==> config.mk <==
export PLATFORM = sky130hd
export DESIGN_NAME = smc_ctrl
export DESIGN_NICKNAME = d
export VERILOG_FILES = /design/src/sv/smc_pkg.sv /design/src/sv/smc_ctrl.sv
export SDC_FILE = /design/constraint.sdc
export NUM_CORES = 1
export LEC_CHECK = 0
export BUFFER_PORTS_ARGS = -buffer_cell sky130_fd_sc_hd__buf_2
export CAP_MARGIN = 10
export CORE_MARGIN = 3
export CORE_UTILIZATION = 52
export DETAILED_ROUTE_END_ITERATION = 10
export PLACE_DENSITY = 0.93
export RECOVER_POWER = 25
export SLEW_MARGIN = 20
export SYNTH_ARGS = -nofsm -noshare
export SYNTH_HDL_FRONTEND = slang
export SYNTH_SLANG_ARGS = --single-unit
==> constraint.sdc <==
create_clock -name clk -period 3.1 [get_ports clk]
set_input_delay 0.62 -clock clk [delete_from_list [all_inputs] [get_ports clk]]
set_output_delay 0.62 -clock clk [all_outputs]
set_load 0.05 [all_outputs]
==> src/sv/smc_pkg.sv <==
// Package for the stack machine core: sizes, opcodes, status codes,
// beat structs, controller states and the controller-datapath command/status types.
// Depends on nothing.
package smc_pkg;

    localparam int PROG_DEPTH  = 1024;
    localparam int PROG_AW     = $clog2(PROG_DEPTH);
    localparam int PC_W        = $clog2(PROG_DEPTH + 1);
    localparam int STACK_DEPTH = 256;
    localparam int STACK_AW    = $clog2(STACK_DEPTH);
    localparam int SP_W        = $clog2(STACK_DEPTH + 1);
    localparam int WORD_W      = 32;

    localparam logic [1:0] MODE_WRITE = 2'd0;
    localparam logic [1:0] MODE_EXEC  = 2'd1;
    localparam logic [1:0] MODE_CLEAR = 2'd2;

    localparam logic [4:0] OP_HLT = 5'd0;
    localparam logic [4:0] OP_PSH = 5'd1;
    localparam logic [4:0] OP_DUP = 5'd2;
    localparam logic [4:0] OP_ADD = 5'd3;
    localparam logic [4:0] OP_SUB = 5'd4;
    localparam logic [4:0] OP_MUL = 5'd5;
    localparam logic [4:0] OP_DIV = 5'd6;
    localparam logic [4:0] OP_MOD = 5'd7;
    localparam logic [4:0] OP_PRN = 5'd8;
    localparam logic [4:0] OP_EQ  = 5'd9;
    localparam logic [4:0] OP_GT  = 5'd10;
    localparam logic [4:0] OP_LT  = 5'd11;
    localparam logic [4:0] OP_GEQ = 5'd12;
    localparam logic [4:0] OP_LEQ = 5'd13;
    localparam logic [4:0] OP_JMP = 5'd14;
    localparam logic [4:0] OP_JZ  = 5'd15;
    localparam logic [4:0] OP_JNZ = 5'd16;

    localparam logic [2:0] ST_RUN  = 3'd0;
    localparam logic [2:0] ST_HALT = 3'd1;
    localparam logic [2:0] ST_END  = 3'd2;
    localparam logic [2:0] ST_OVF  = 3'd3;
    localparam logic [2:0] ST_UNF  = 3'd4;
    localparam logic [2:0] ST_DIV0 = 3'd5;
    localparam logic [2:0] ST_JMP  = 3'd6;

    typedef struct packed {
        logic [1:0]         mode;
        logic [9:0]         address;
        logic signed [31:0] word;
    } req_t;

    typedef struct packed {
        logic [2:0]         status;
        logic               print_valid;
        logic signed [31:0] print_value;
        logic [10:0]        program_counter;
        logic [8:0]         stack_depth;
    } rsp_t;

    typedef enum logic [3:0] {
        S_IDLE, S_DISPATCH, S_OP, S_DEC, S_ARG, S_ARG2, S_JT,
        S_DUP, S_PRN, S_RDY, S_RDX, S_ALU, S_DIV, S_DONE
    } state_t;

    typedef enum logic [1:0] {
        WS_ARG, WS_STK, WS_ALU, WS_DIV
    } wsel_t;

    typedef struct packed {
        logic       start;
        logic       prog_wr;
        logic       prog_rd;
        logic       pc_inc;
        logic       pc_clear;
        logic       pc_load;
        logic       latch_op;
        logic       latch_arg;
        logic       stk_rd;
        logic       stk_rd_second;
        logic       stk_wr;
        wsel_t      wr_sel;
        logic       sp_inc;
        logic       sp_dec;
        logic       sp_dec2;
        logic       set_status;
        logic [2:0] status_code;
        logic       div_start;
        logic       print_set;
        logic       latch_y;
        logic       latch_x;
        logic       rsp_load;
    } cmd_t;

    typedef struct packed {
        logic [1:0] mode;
        logic [4:0] op;
        logic       op_small;
        logic       pc_end;
        logic       sp_zero;
        logic       sp_one;
        logic       sp_full;
        logic       jump_bad;
        logic       rd_zero;
        logic       y_zero;
        logic       div_done;
    } stat_t;

endpackage

==> src/sv/smc_ctrl.sv <==
// Controller state machine of the stack machine: sequences fetch, stack access,
// execution and the response handshake. Depends on smc_pkg.
module smc_ctrl (
    input  logic           clk,
    input  logic           rst_n,
    input  logic           req_valid,
    output logic           req_stall,
    output logic           rsp_valid,
    input  logic           rsp_stall,
    input  smc_pkg::stat_t stat,
    output smc_pkg::cmd_t  cmd
);
    import smc_pkg::*;

    state_t state_reg, state_next;
    logic   rsp_valid_reg, rsp_valid_next;
    logic   out_free, is_bin, is_arg, op_known, take;

    always_ff @(posedge clk or negedge rst_n)
    begin
        if (!rst_n)
        begin
            state_reg     <= S_IDLE;
            rsp_valid_reg <= 1'b0;
        end
        else
        begin
            state_reg     <= state_next;
            rsp_valid_reg <= rsp_valid_next;
        end
    end

    assign out_free = !rsp_valid_reg || !rsp_stall;
    assign op_known = stat.op_small;
    assign is_bin   = op_known && (stat.op inside {OP_ADD, OP_SUB, OP_MUL, OP_DIV, OP_MOD,
                                                  OP_EQ, OP_GT, OP_LT, OP_GEQ, OP_LEQ});
    assign is_arg   = op_known && (stat.op inside {OP_PSH, OP_JMP, OP_JZ, OP_JNZ});
    assign take     = (stat.op == OP_JZ) == stat.rd_zero;

    always_comb
    begin
        rsp_valid_next = rsp_valid_reg;
        if (rsp_valid_reg && !rsp_stall)
        begin
            rsp_valid_next = 1'b0;
        end
        if (state_reg == S_DONE && out_free)
        begin
            rsp_valid_next = 1'b1;
        end
    end

    always_comb
    begin
        state_next = state_reg;
        case (state_reg)
            S_IDLE:
            begin
                if (req_valid)
                begin
                    state_next = S_DISPATCH;
                end
            end
            S_DISPATCH:
            begin
                if (stat.mode == MODE_EXEC && !stat.pc_end)
                begin
                    state_next = S_OP;
                end
                else
                begin
                    state_next = S_DONE;
                end
            end
            S_OP:
            begin
                state_next = S_DEC;
            end
            S_DEC:
            begin
                state_next = S_DONE;
                if (is_arg)
                begin
                    if (!stat.pc_end)
                    begin
                        state_next = S_ARG;
                    end
                end
                else if (op_known && stat.op == OP_DUP)
                begin
                    if (!stat.sp_zero && !stat.sp_full)
                    begin
                        state_next = S_DUP;
                    end
                end
                else if (is_bin)
                begin
                    if (!stat.sp_zero && !stat.sp_one)
                    begin
                        state_next = S_RDY;
                    end
                end
                else if (op_known && stat.op == OP_PRN)
                begin
                    if (!stat.sp_zero)
                    begin
                        state_next = S_PRN;
                    end
                end
            end
            S_ARG:
            begin
                state_next = S_ARG2;
            end
            S_ARG2:
            begin
                state_next = S_DONE;
                if ((stat.op == OP_JZ || stat.op == OP_JNZ) && !stat.sp_zero)
                begin
                    state_next = S_JT;
                end
            end
            S_RDY:
            begin
                state_next = S_RDX;
            end
            S_RDX:
            begin
                state_next = S_ALU;
            end
            S_ALU:
            begin
                state_next = S_DONE;
                if ((stat.op == OP_DIV || stat.op == OP_MOD) && !stat.y_zero)
                begin
                    state_next = S_DIV;
                end
            end
            S_DIV:
            begin
                if (stat.div_done)
                begin
                    state_next = S_DONE;
                end
            end
            S_JT, S_DUP, S_PRN:
            begin
                state_next = S_DONE;
            end
            S_DONE:
            begin
                if (out_free)
                begin
                    state_next = S_IDLE;
                end
            end
            default:
            begin
                state_next = S_IDLE;
            end
        endcase
    end

    always_comb
    begin
        cmd = '0;
        cmd.wr_sel = WS_ALU;
        case (state_reg)
            S_IDLE:
            begin
                cmd.start = req_valid;
            end
            S_DISPATCH:
            begin
                case (stat.mode)
                    MODE_WRITE:
                    begin
                        cmd.prog_wr = 1'b1;
                    end
                    MODE_CLEAR:
                    begin
                        cmd.pc_clear = 1'b1;
                    end
                    MODE_EXEC:
                    begin
                        if (stat.pc_end)
                        begin
                            cmd.set_status  = 1'b1;
                            cmd.status_code = ST_END;
                        end
                        else
                        begin
                            cmd.prog_rd = 1'b1;
                            cmd.pc_inc  = 1'b1;
                        end
                    end
                    default:
                    begin
                        cmd.start = 1'b0;
                    end
                endcase
            end
            S_OP:
            begin
                cmd.latch_op = 1'b1;
            end
            S_DEC:
            begin
                if (op_known && stat.op == OP_HLT)
                begin
                    cmd.set_status  = 1'b1;
                    cmd.status_code = ST_HALT;
                end
                else if (is_arg)
                begin
                    if (stat.pc_end)
                    begin
                        cmd.set_status  = 1'b1;
                        cmd.status_code = ST_END;
                    end
                    else
                    begin
                        cmd.prog_rd = 1'b1;
                        cmd.pc_inc  = 1'b1;
                    end
                end
                else if (op_known && stat.op == OP_DUP)
                begin
                    if (stat.sp_zero)
                    begin
                        cmd.set_status  = 1'b1;
                        cmd.status_code = ST_UNF;
                    end
                    else if (stat.sp_full)
                    begin
                        cmd.set_status  = 1'b1;
                        cmd.status_code = ST_OVF;
                    end
                    else
                    begin
                        cmd.stk_rd = 1'b1;
                    end
                end
                else if (is_bin)
                begin
                    if (stat.sp_zero || stat.sp_one)
                    begin
                        cmd.set_status  = 1'b1;
                        cmd.status_code = ST_UNF;
                        cmd.sp_dec      = stat.sp_one;
                    end
                    else
                    begin
                        cmd.stk_rd = 1'b1;
                    end
                end
                else if (op_known && stat.op == OP_PRN)
                begin
                    if (stat.sp_zero)
                    begin
                        cmd.set_status  = 1'b1;
                        cmd.status_code = ST_UNF;
                    end
                    else
                    begin
                        cmd.stk_rd = 1'b1;
                        cmd.sp_dec = 1'b1;
                    end
                end
            end
            S_ARG:
            begin
                cmd.latch_arg = 1'b1;
            end
            S_ARG2:
            begin
                if (stat.op == OP_PSH)
                begin
                    if (stat.sp_full)
                    begin
                        cmd.set_status  = 1'b1;
                        cmd.status_code = ST_OVF;
                    end
                    else
                    begin
                        cmd.stk_wr = 1'b1;
                        cmd.wr_sel = WS_ARG;
                        cmd.sp_inc = 1'b1;
                    end
                end
                else if (stat.op == OP_JMP)
                begin
                    if (stat.jump_bad)
                    begin
                        cmd.set_status  = 1'b1;
                        cmd.status_code = ST_JMP;
                    end
                    else
                    begin
                        cmd.pc_load = 1'b1;
                    end
                end
                else if (stat.sp_zero)
                begin
                    cmd.set_status  = 1'b1;
                    cmd.status_code = ST_UNF;
                end
                else
                begin
                    cmd.stk_rd = 1'b1;
                    cmd.sp_dec = 1'b1;
                end
            end
            S_JT:
            begin
                if (take)
                begin
                    if (stat.jump_bad)
                    begin
                        cmd.set_status  = 1'b1;
                        cmd.status_code = ST_JMP;
                    end
                    else
                    begin
                        cmd.pc_load = 1'b1;
                    end
                end
            end
            S_DUP:
            begin
                cmd.stk_wr = 1'b1;
                cmd.wr_sel = WS_STK;
                cmd.sp_inc = 1'b1;
            end
            S_PRN:
            begin
                cmd.print_set = 1'b1;
            end
            S_RDY:
            begin
                cmd.latch_y       = 1'b1;
                cmd.stk_rd        = 1'b1;
                cmd.stk_rd_second = 1'b1;
            end
            S_RDX:
            begin
                cmd.latch_x = 1'b1;
                cmd.sp_dec2 = 1'b1;
            end
            S_ALU:
            begin
                if (stat.op == OP_DIV || stat.op == OP_MOD)
                begin
                    if (stat.y_zero)
                    begin
                        cmd.set_status  = 1'b1;
                        cmd.status_code = ST_DIV0;
                    end
                    else
                    begin
                        cmd.div_start = 1'b1;
                    end
                end
                else
                begin
                    cmd.stk_wr = 1'b1;
                    cmd.sp_inc = 1'b1;
                end
            end
            S_DIV:
            begin
                cmd.wr_sel = WS_DIV;
                cmd.stk_wr = stat.div_done;
                cmd.sp_inc = stat.div_done;
            end
            S_DONE:
            begin
                cmd.rsp_load = out_free;
            end
            default:
            begin
                cmd.start = 1'b0;
            end
        endcase
    end

    assign req_stall = state_reg != S_IDLE;
    assign rsp_valid = rsp_valid_reg;
endmodule

# Word-level counts from Yosys, hierarchy flattened
# Cells that the tools add are included.
dict set report totals {
  register_bits 5
  latch_bits 0
  ram_bits 0
  rom_bits 0
  out_inout_bits 27
  n_memories 0
}
dict set report classes {
  n_addsub 0
  n_mul 0
  div 0
  n_lt_le_gt_ge 0
  eq_ne 35
  shift 0
  n_mux 82
  bitwise_logic 0
  reduce_logical 32
}
# cell count
set op_table {}
lappend op_table {{two-way mux 4 bit} 28}
lappend op_table {{one-hot mux 4 bit (12 select lines)} 1}
lappend op_table {{== test 5 x 4 -> 1 bit (second input constant)} 8}
lappend op_table {{two-way mux 1 bit} 37}
lappend op_table {{== test 4 bit (second input constant)} 6}
lappend op_table {{== test 5 x 3 -> 1 bit (second input constant)} 4}
lappend op_table {{one-hot mux 4 bit (5 select lines)} 1}
lappend op_table {{== test 4 x 3 -> 1 bit (second input constant)} 4}
lappend op_table {{logical AND 1 bit} 12}
lappend op_table {{== test 5 x 2 -> 1 bit (second input constant)} 2}
lappend op_table {{nonzero test 10 bit} 1}
lappend op_table {{two-way mux 3 bit} 3}
lappend op_table {{== test 4 x 2 -> 1 bit (second input constant)} 2}
lappend op_table {{two-way mux 2 bit} 4}
lappend op_table {{one-hot mux 1 bit (4 select lines)} 2}
lappend op_table {{nonzero test 4 bit} 2}
lappend op_table {{zero test 1 bit} 7}
lappend op_table {{!= test 2 bit (second input constant)} 3}
lappend op_table {{one-hot mux 2 bit (3 select lines)} 1}
lappend op_table {{== test 5 x 1 -> 1 bit (second input constant)} 1}
lappend op_table {{== test 5 bit (second input constant)} 1}
lappend op_table {{zero test 5 bit} 1}
lappend op_table {{two-way mux 5 bit} 1}
lappend op_table {{== test 4 x 1 -> 1 bit (second input constant)} 1}
lappend op_table {{other kinds (12)} 16}

# Longest topological paths before layout
dict set report logic_depth {
  ltp_word 8
  mapped_depth 6
}

# Worst setup path after synthesis
# OpenSTA, ideal clock, no wires.
dict set report synth_timing {
  kind {input to output}
  startpoint {in stat[9] in the netlist's numbering}
  endpoint {out cmd[7] in the netlist's numbering}
  arrival_ns 2.658
  required_ns 2.480
  slack_ns -0.178
  path_stages 5
  n_path_buf 1
  cell_sequence {clkbuf_1 nor3_1 or2_2 nand2b_1 o31ai_1}
}
# item line_no
set synth_lines {}
lappend synth_lines {{start: declaration} smc_ctrl.sv:10} ;# input smc_pkg::stat_t stat,
lappend synth_lines {{end: declaration} smc_ctrl.sv:11} ;# output smc_pkg::cmd_t cmd

==> results by group <==
Power
  – Power Density: 887 nW/um2
  – Clock Power Share: 6.4%
  – Switching Share: 61.9%
  – Int Pwr: 0.454 mW
  – Sequential share of power: 12.0%
  – Switching pwr: 0.736 mW
  – Static Leak: 0.606 nW
  – Comb pwr share: 81.6%
  – Worst VDD drop: 0.000570 V

Clocking
  – Max H-tree Level: 1
  – Sink Count: 5
  – CTS Hold Bufs: 0
  – Total CTS buffers: 3
  – Clk_lat worst skew: 0.24 ns
  – Cts repair resizes: 0
  – Clk pin slew, worst setup/hold paths: 0.05 ns
  – Longest Clk Path Bufs: 2
  – CTS tree: done
  – CTS Root Cell: clkbuf_4
  – Post-CTS setup buffer count: 0

Place
  – IO buf count: 46
  – Pre-CTS setup slack: 0.218 ns
  – Detailed Place HPWL: 2.85 mm
  – Gpl congestion: 0.893

STA
  – RSZ-0062 raised after global routing: false
  – Max Clock Skew: 0.000438 ns
  – Final hold slack: 0.245 ns
  – Setup Viol. Count Final: 0
  – FMAX: 333 MHz
  – Setup TNS: 0 ns
  – Worst slew margin: 60.7%
  – Slew Limit Fails: 0
  – Endpoints failing hold: 0
  – Slew @ Worst Pin: 0.592 ns
  – Setup ws final: 0.0929 ns
  – Final worst-path cycle share: 97.0%
  – Final min period: 3.01 ns

Critical path
  – Cell breakdown of the critical path: buf_2 -> and4b_1 -> mux2_2 -> o22ai_1 -> a31oi_1 -> o211ai_1 -> buf_2
  – Crit. path cell count: 7
  – Critical path arrival: 2.39 ns
  – Crit path to: cmd[8]
  – CP required: 2.48 ns
  – WS Path Type: in -> out
  – CP Launch Type: input port
  – Most frequent cell on the critical path: buf_2
  – Reg2Reg Depth: 5
  – Reg2reg start: state_reg[0]
  – Critical Path End Type: output pin
  – Delay-heaviest family, CP: compound AO/OA/AOI/OAI gates
  – R2R setup slack: 1.36 ns
  – R2R Path End: state_reg[3]
  – Crit-path max FO: 9
  – Worst path bufs/invs: 2
  – Crit path from: stat[13]
  – Slowest cell on crit path: mux2_2
  – Crit-path max cell delay: 0.36 ns

GRT
  – GRT Overall Usage: 27.9%
  – First-pass GRT wire length: 5.87 mm
  – Number of global-route vias before repair: 1382
  – Congestion Overflow GR: 0
  – Initial antenna violation count: 0
  – Pin count of the biggest net entering global routing: 17

Yosys
  – Seq/Total Area, Yosys: 11.4%
  – Count of cell types in the netlist: 51
  – Yosys top cell by area: dfrtp_1
  – Ys async rst share: 100%
  – Cells after synthesis: 160
  – Syn nets: 180
  – Flops & latches, synth: 5
  – Syn Std Cell Area: 1090 um2
  – Post-synth EDFFs: 0
  – YS warnings: 0
  – Yosys top cell area share: 11.4%
  – Top post-synthesis cells by area: dfrtp_1 11%, nand2_1 5.8%, nand2b_1 5.1%
  – Dominant synthesized flop cell: dfrtp_1
  – Syn Area/Cell: 6.84 um2

Detailed routing
  – DRT antenna net count: 0
  – Wire length per cell: 16.2 um
  – Routed WL: 3.68 mm
  – DR vias: 1488
  – Via density: 6.56
  – Remaining DRCs: 0
  – DRT Pass-1 Iters: 6
  – DRT iter0 DRCs: 118

Die
  – Die area: 2690 um2
  – FP Rows: 15
  – Die Ht: 51.9 um
  – Initial Util: 58.9%
  – Area of the core: 1860 um2
  – Ports: 47
  – Die Width: 51.9 um

Layout
  – Register Area: 125 um2
  – Area of the multi-input gates: 861 um2
  – Max FFs per register: 4
  – ANT cells: 0
  – Layout cells sized above 1: 33.7%
  – Filler cells: 163
  – Commonest non-fill, non-tap cell in the layout: buf_2
  – Commonest cells after routing, fill and taps aside: 44 x buf_2, 17 x nand2_1, 13 x nor2_1
  – P&R area growth vs syn: 22.6%
  – Final nets: 223

Status
  – Status: complete, no violations

Flow run
  – Max Cap Viol: 0

Worst hold path
  – Min-Delay Path Class: in -> async
[per-stage QoR]
| step | std cells | area [um2] | util (%) | total power [mW] |
|---|---|---|---|---|
| final | 227 | 1340 | 72.3 | 1.19 |
| after CTS | 227 | 1350 | 72.6 | 1.17 |
| after global routing | 227 | 1340 | 72.3 | 1.26 |
| after global placement | 223 | 1320 | 71.2 | 1.06 |
| after floorplan | 160 | 1110 | - | 0.877 |
| after detailed placement | 223 | 1320 | 71.2 | 1.08 |
[routing by layer]
| layer | vias up | GRT usage (%) | share of wire, % |
|---|---|---|---|
| met2 | 130 | 42.9 | 43 |
| li1 | 679 | - | - |
| met1 | 653 | 36.9 | 39 |
| met3 | 26 | 4.01 | 13 |
| met4 | 0 | 15.3 | 4.1 |
| met5 | - | 0 | 0 |
[final cells by class]
cell class,instances,area share [%]
Clock buffer,4,1.96
Tap cell,25,2.33
Sequential cell,5,9.32
Inverter,5,1.40
Timing Repair Buffer,53,20.9
Multi-Input combinational cell,135,64.1
[cell usage after synthesis (all sizes together) (3+ instances only)]
cell	instances
a21oi	7
a31oi	4
and2	4
buf	11
clkbuf	4
dfrtp	5
inv	5
nand2	17
nand2b	9
nand4	3
nor2	13
nor2b	5
nor3	10
nor3b	4
o211ai	3
o21ai	7
o21bai	3
o22ai	4
o31ai	3
or2	3
[power groups by stage]
stage	registers (mW)	clock network (mW)	logic, mW
2_1_floorplan	0.148	0	0.728
3_3_place_gp	0.138	0	0.920
3_5_place_dp	0.139	0	0.945
4_1_cts	0.138	0.0780	0.951
5_1_grt	0.146	0.0807	1.03
6_report	0.142	0.0767	0.971
[logic make-up after synthesis]
group | count (synthesis) | share of synthesized area (%)
muxes | 2 | 2.06
adders and majority gates | 1 | 0.914
AOI/OAI and AO/OA | 47 | 30.6
DFF | 5 | 11.4
buffers and inverters | 20 | 10.6
and+or+nand+nor | 84 | 43.5
xor gates and xnor gates | 1 | 0.800
[worst min-delay path by stage]
stage / end / slack (ns) / depth (start not counted) / startpoint
5_1_grt: state_reg[2] / 0.25 / 1 / rst_n
3_5_place_dp: state_reg[3] / 0.45 / 1 / rst_n
2_1_floorplan: rsp_valid / 0.32 / 0 / rst_n
6_report: state_reg[3] / 0.25 / 1 / rst_n
3_3_place_gp: state_reg[2] / 0.44 / 1 / rst_n
4_1_cts: state_reg[2] / 0.19 / 1 / rst_n
[worst register-to-register path, stage by stage (launching register included)]
cell     delay (ns)
dfrtp_1        0.44
buf_4          0.21
nor2_1         0.31
o22ai_1        0.12
or2_2          0.30
o31ai_1        0.26
Note: power is estimated with default switching activity, not from simulation.
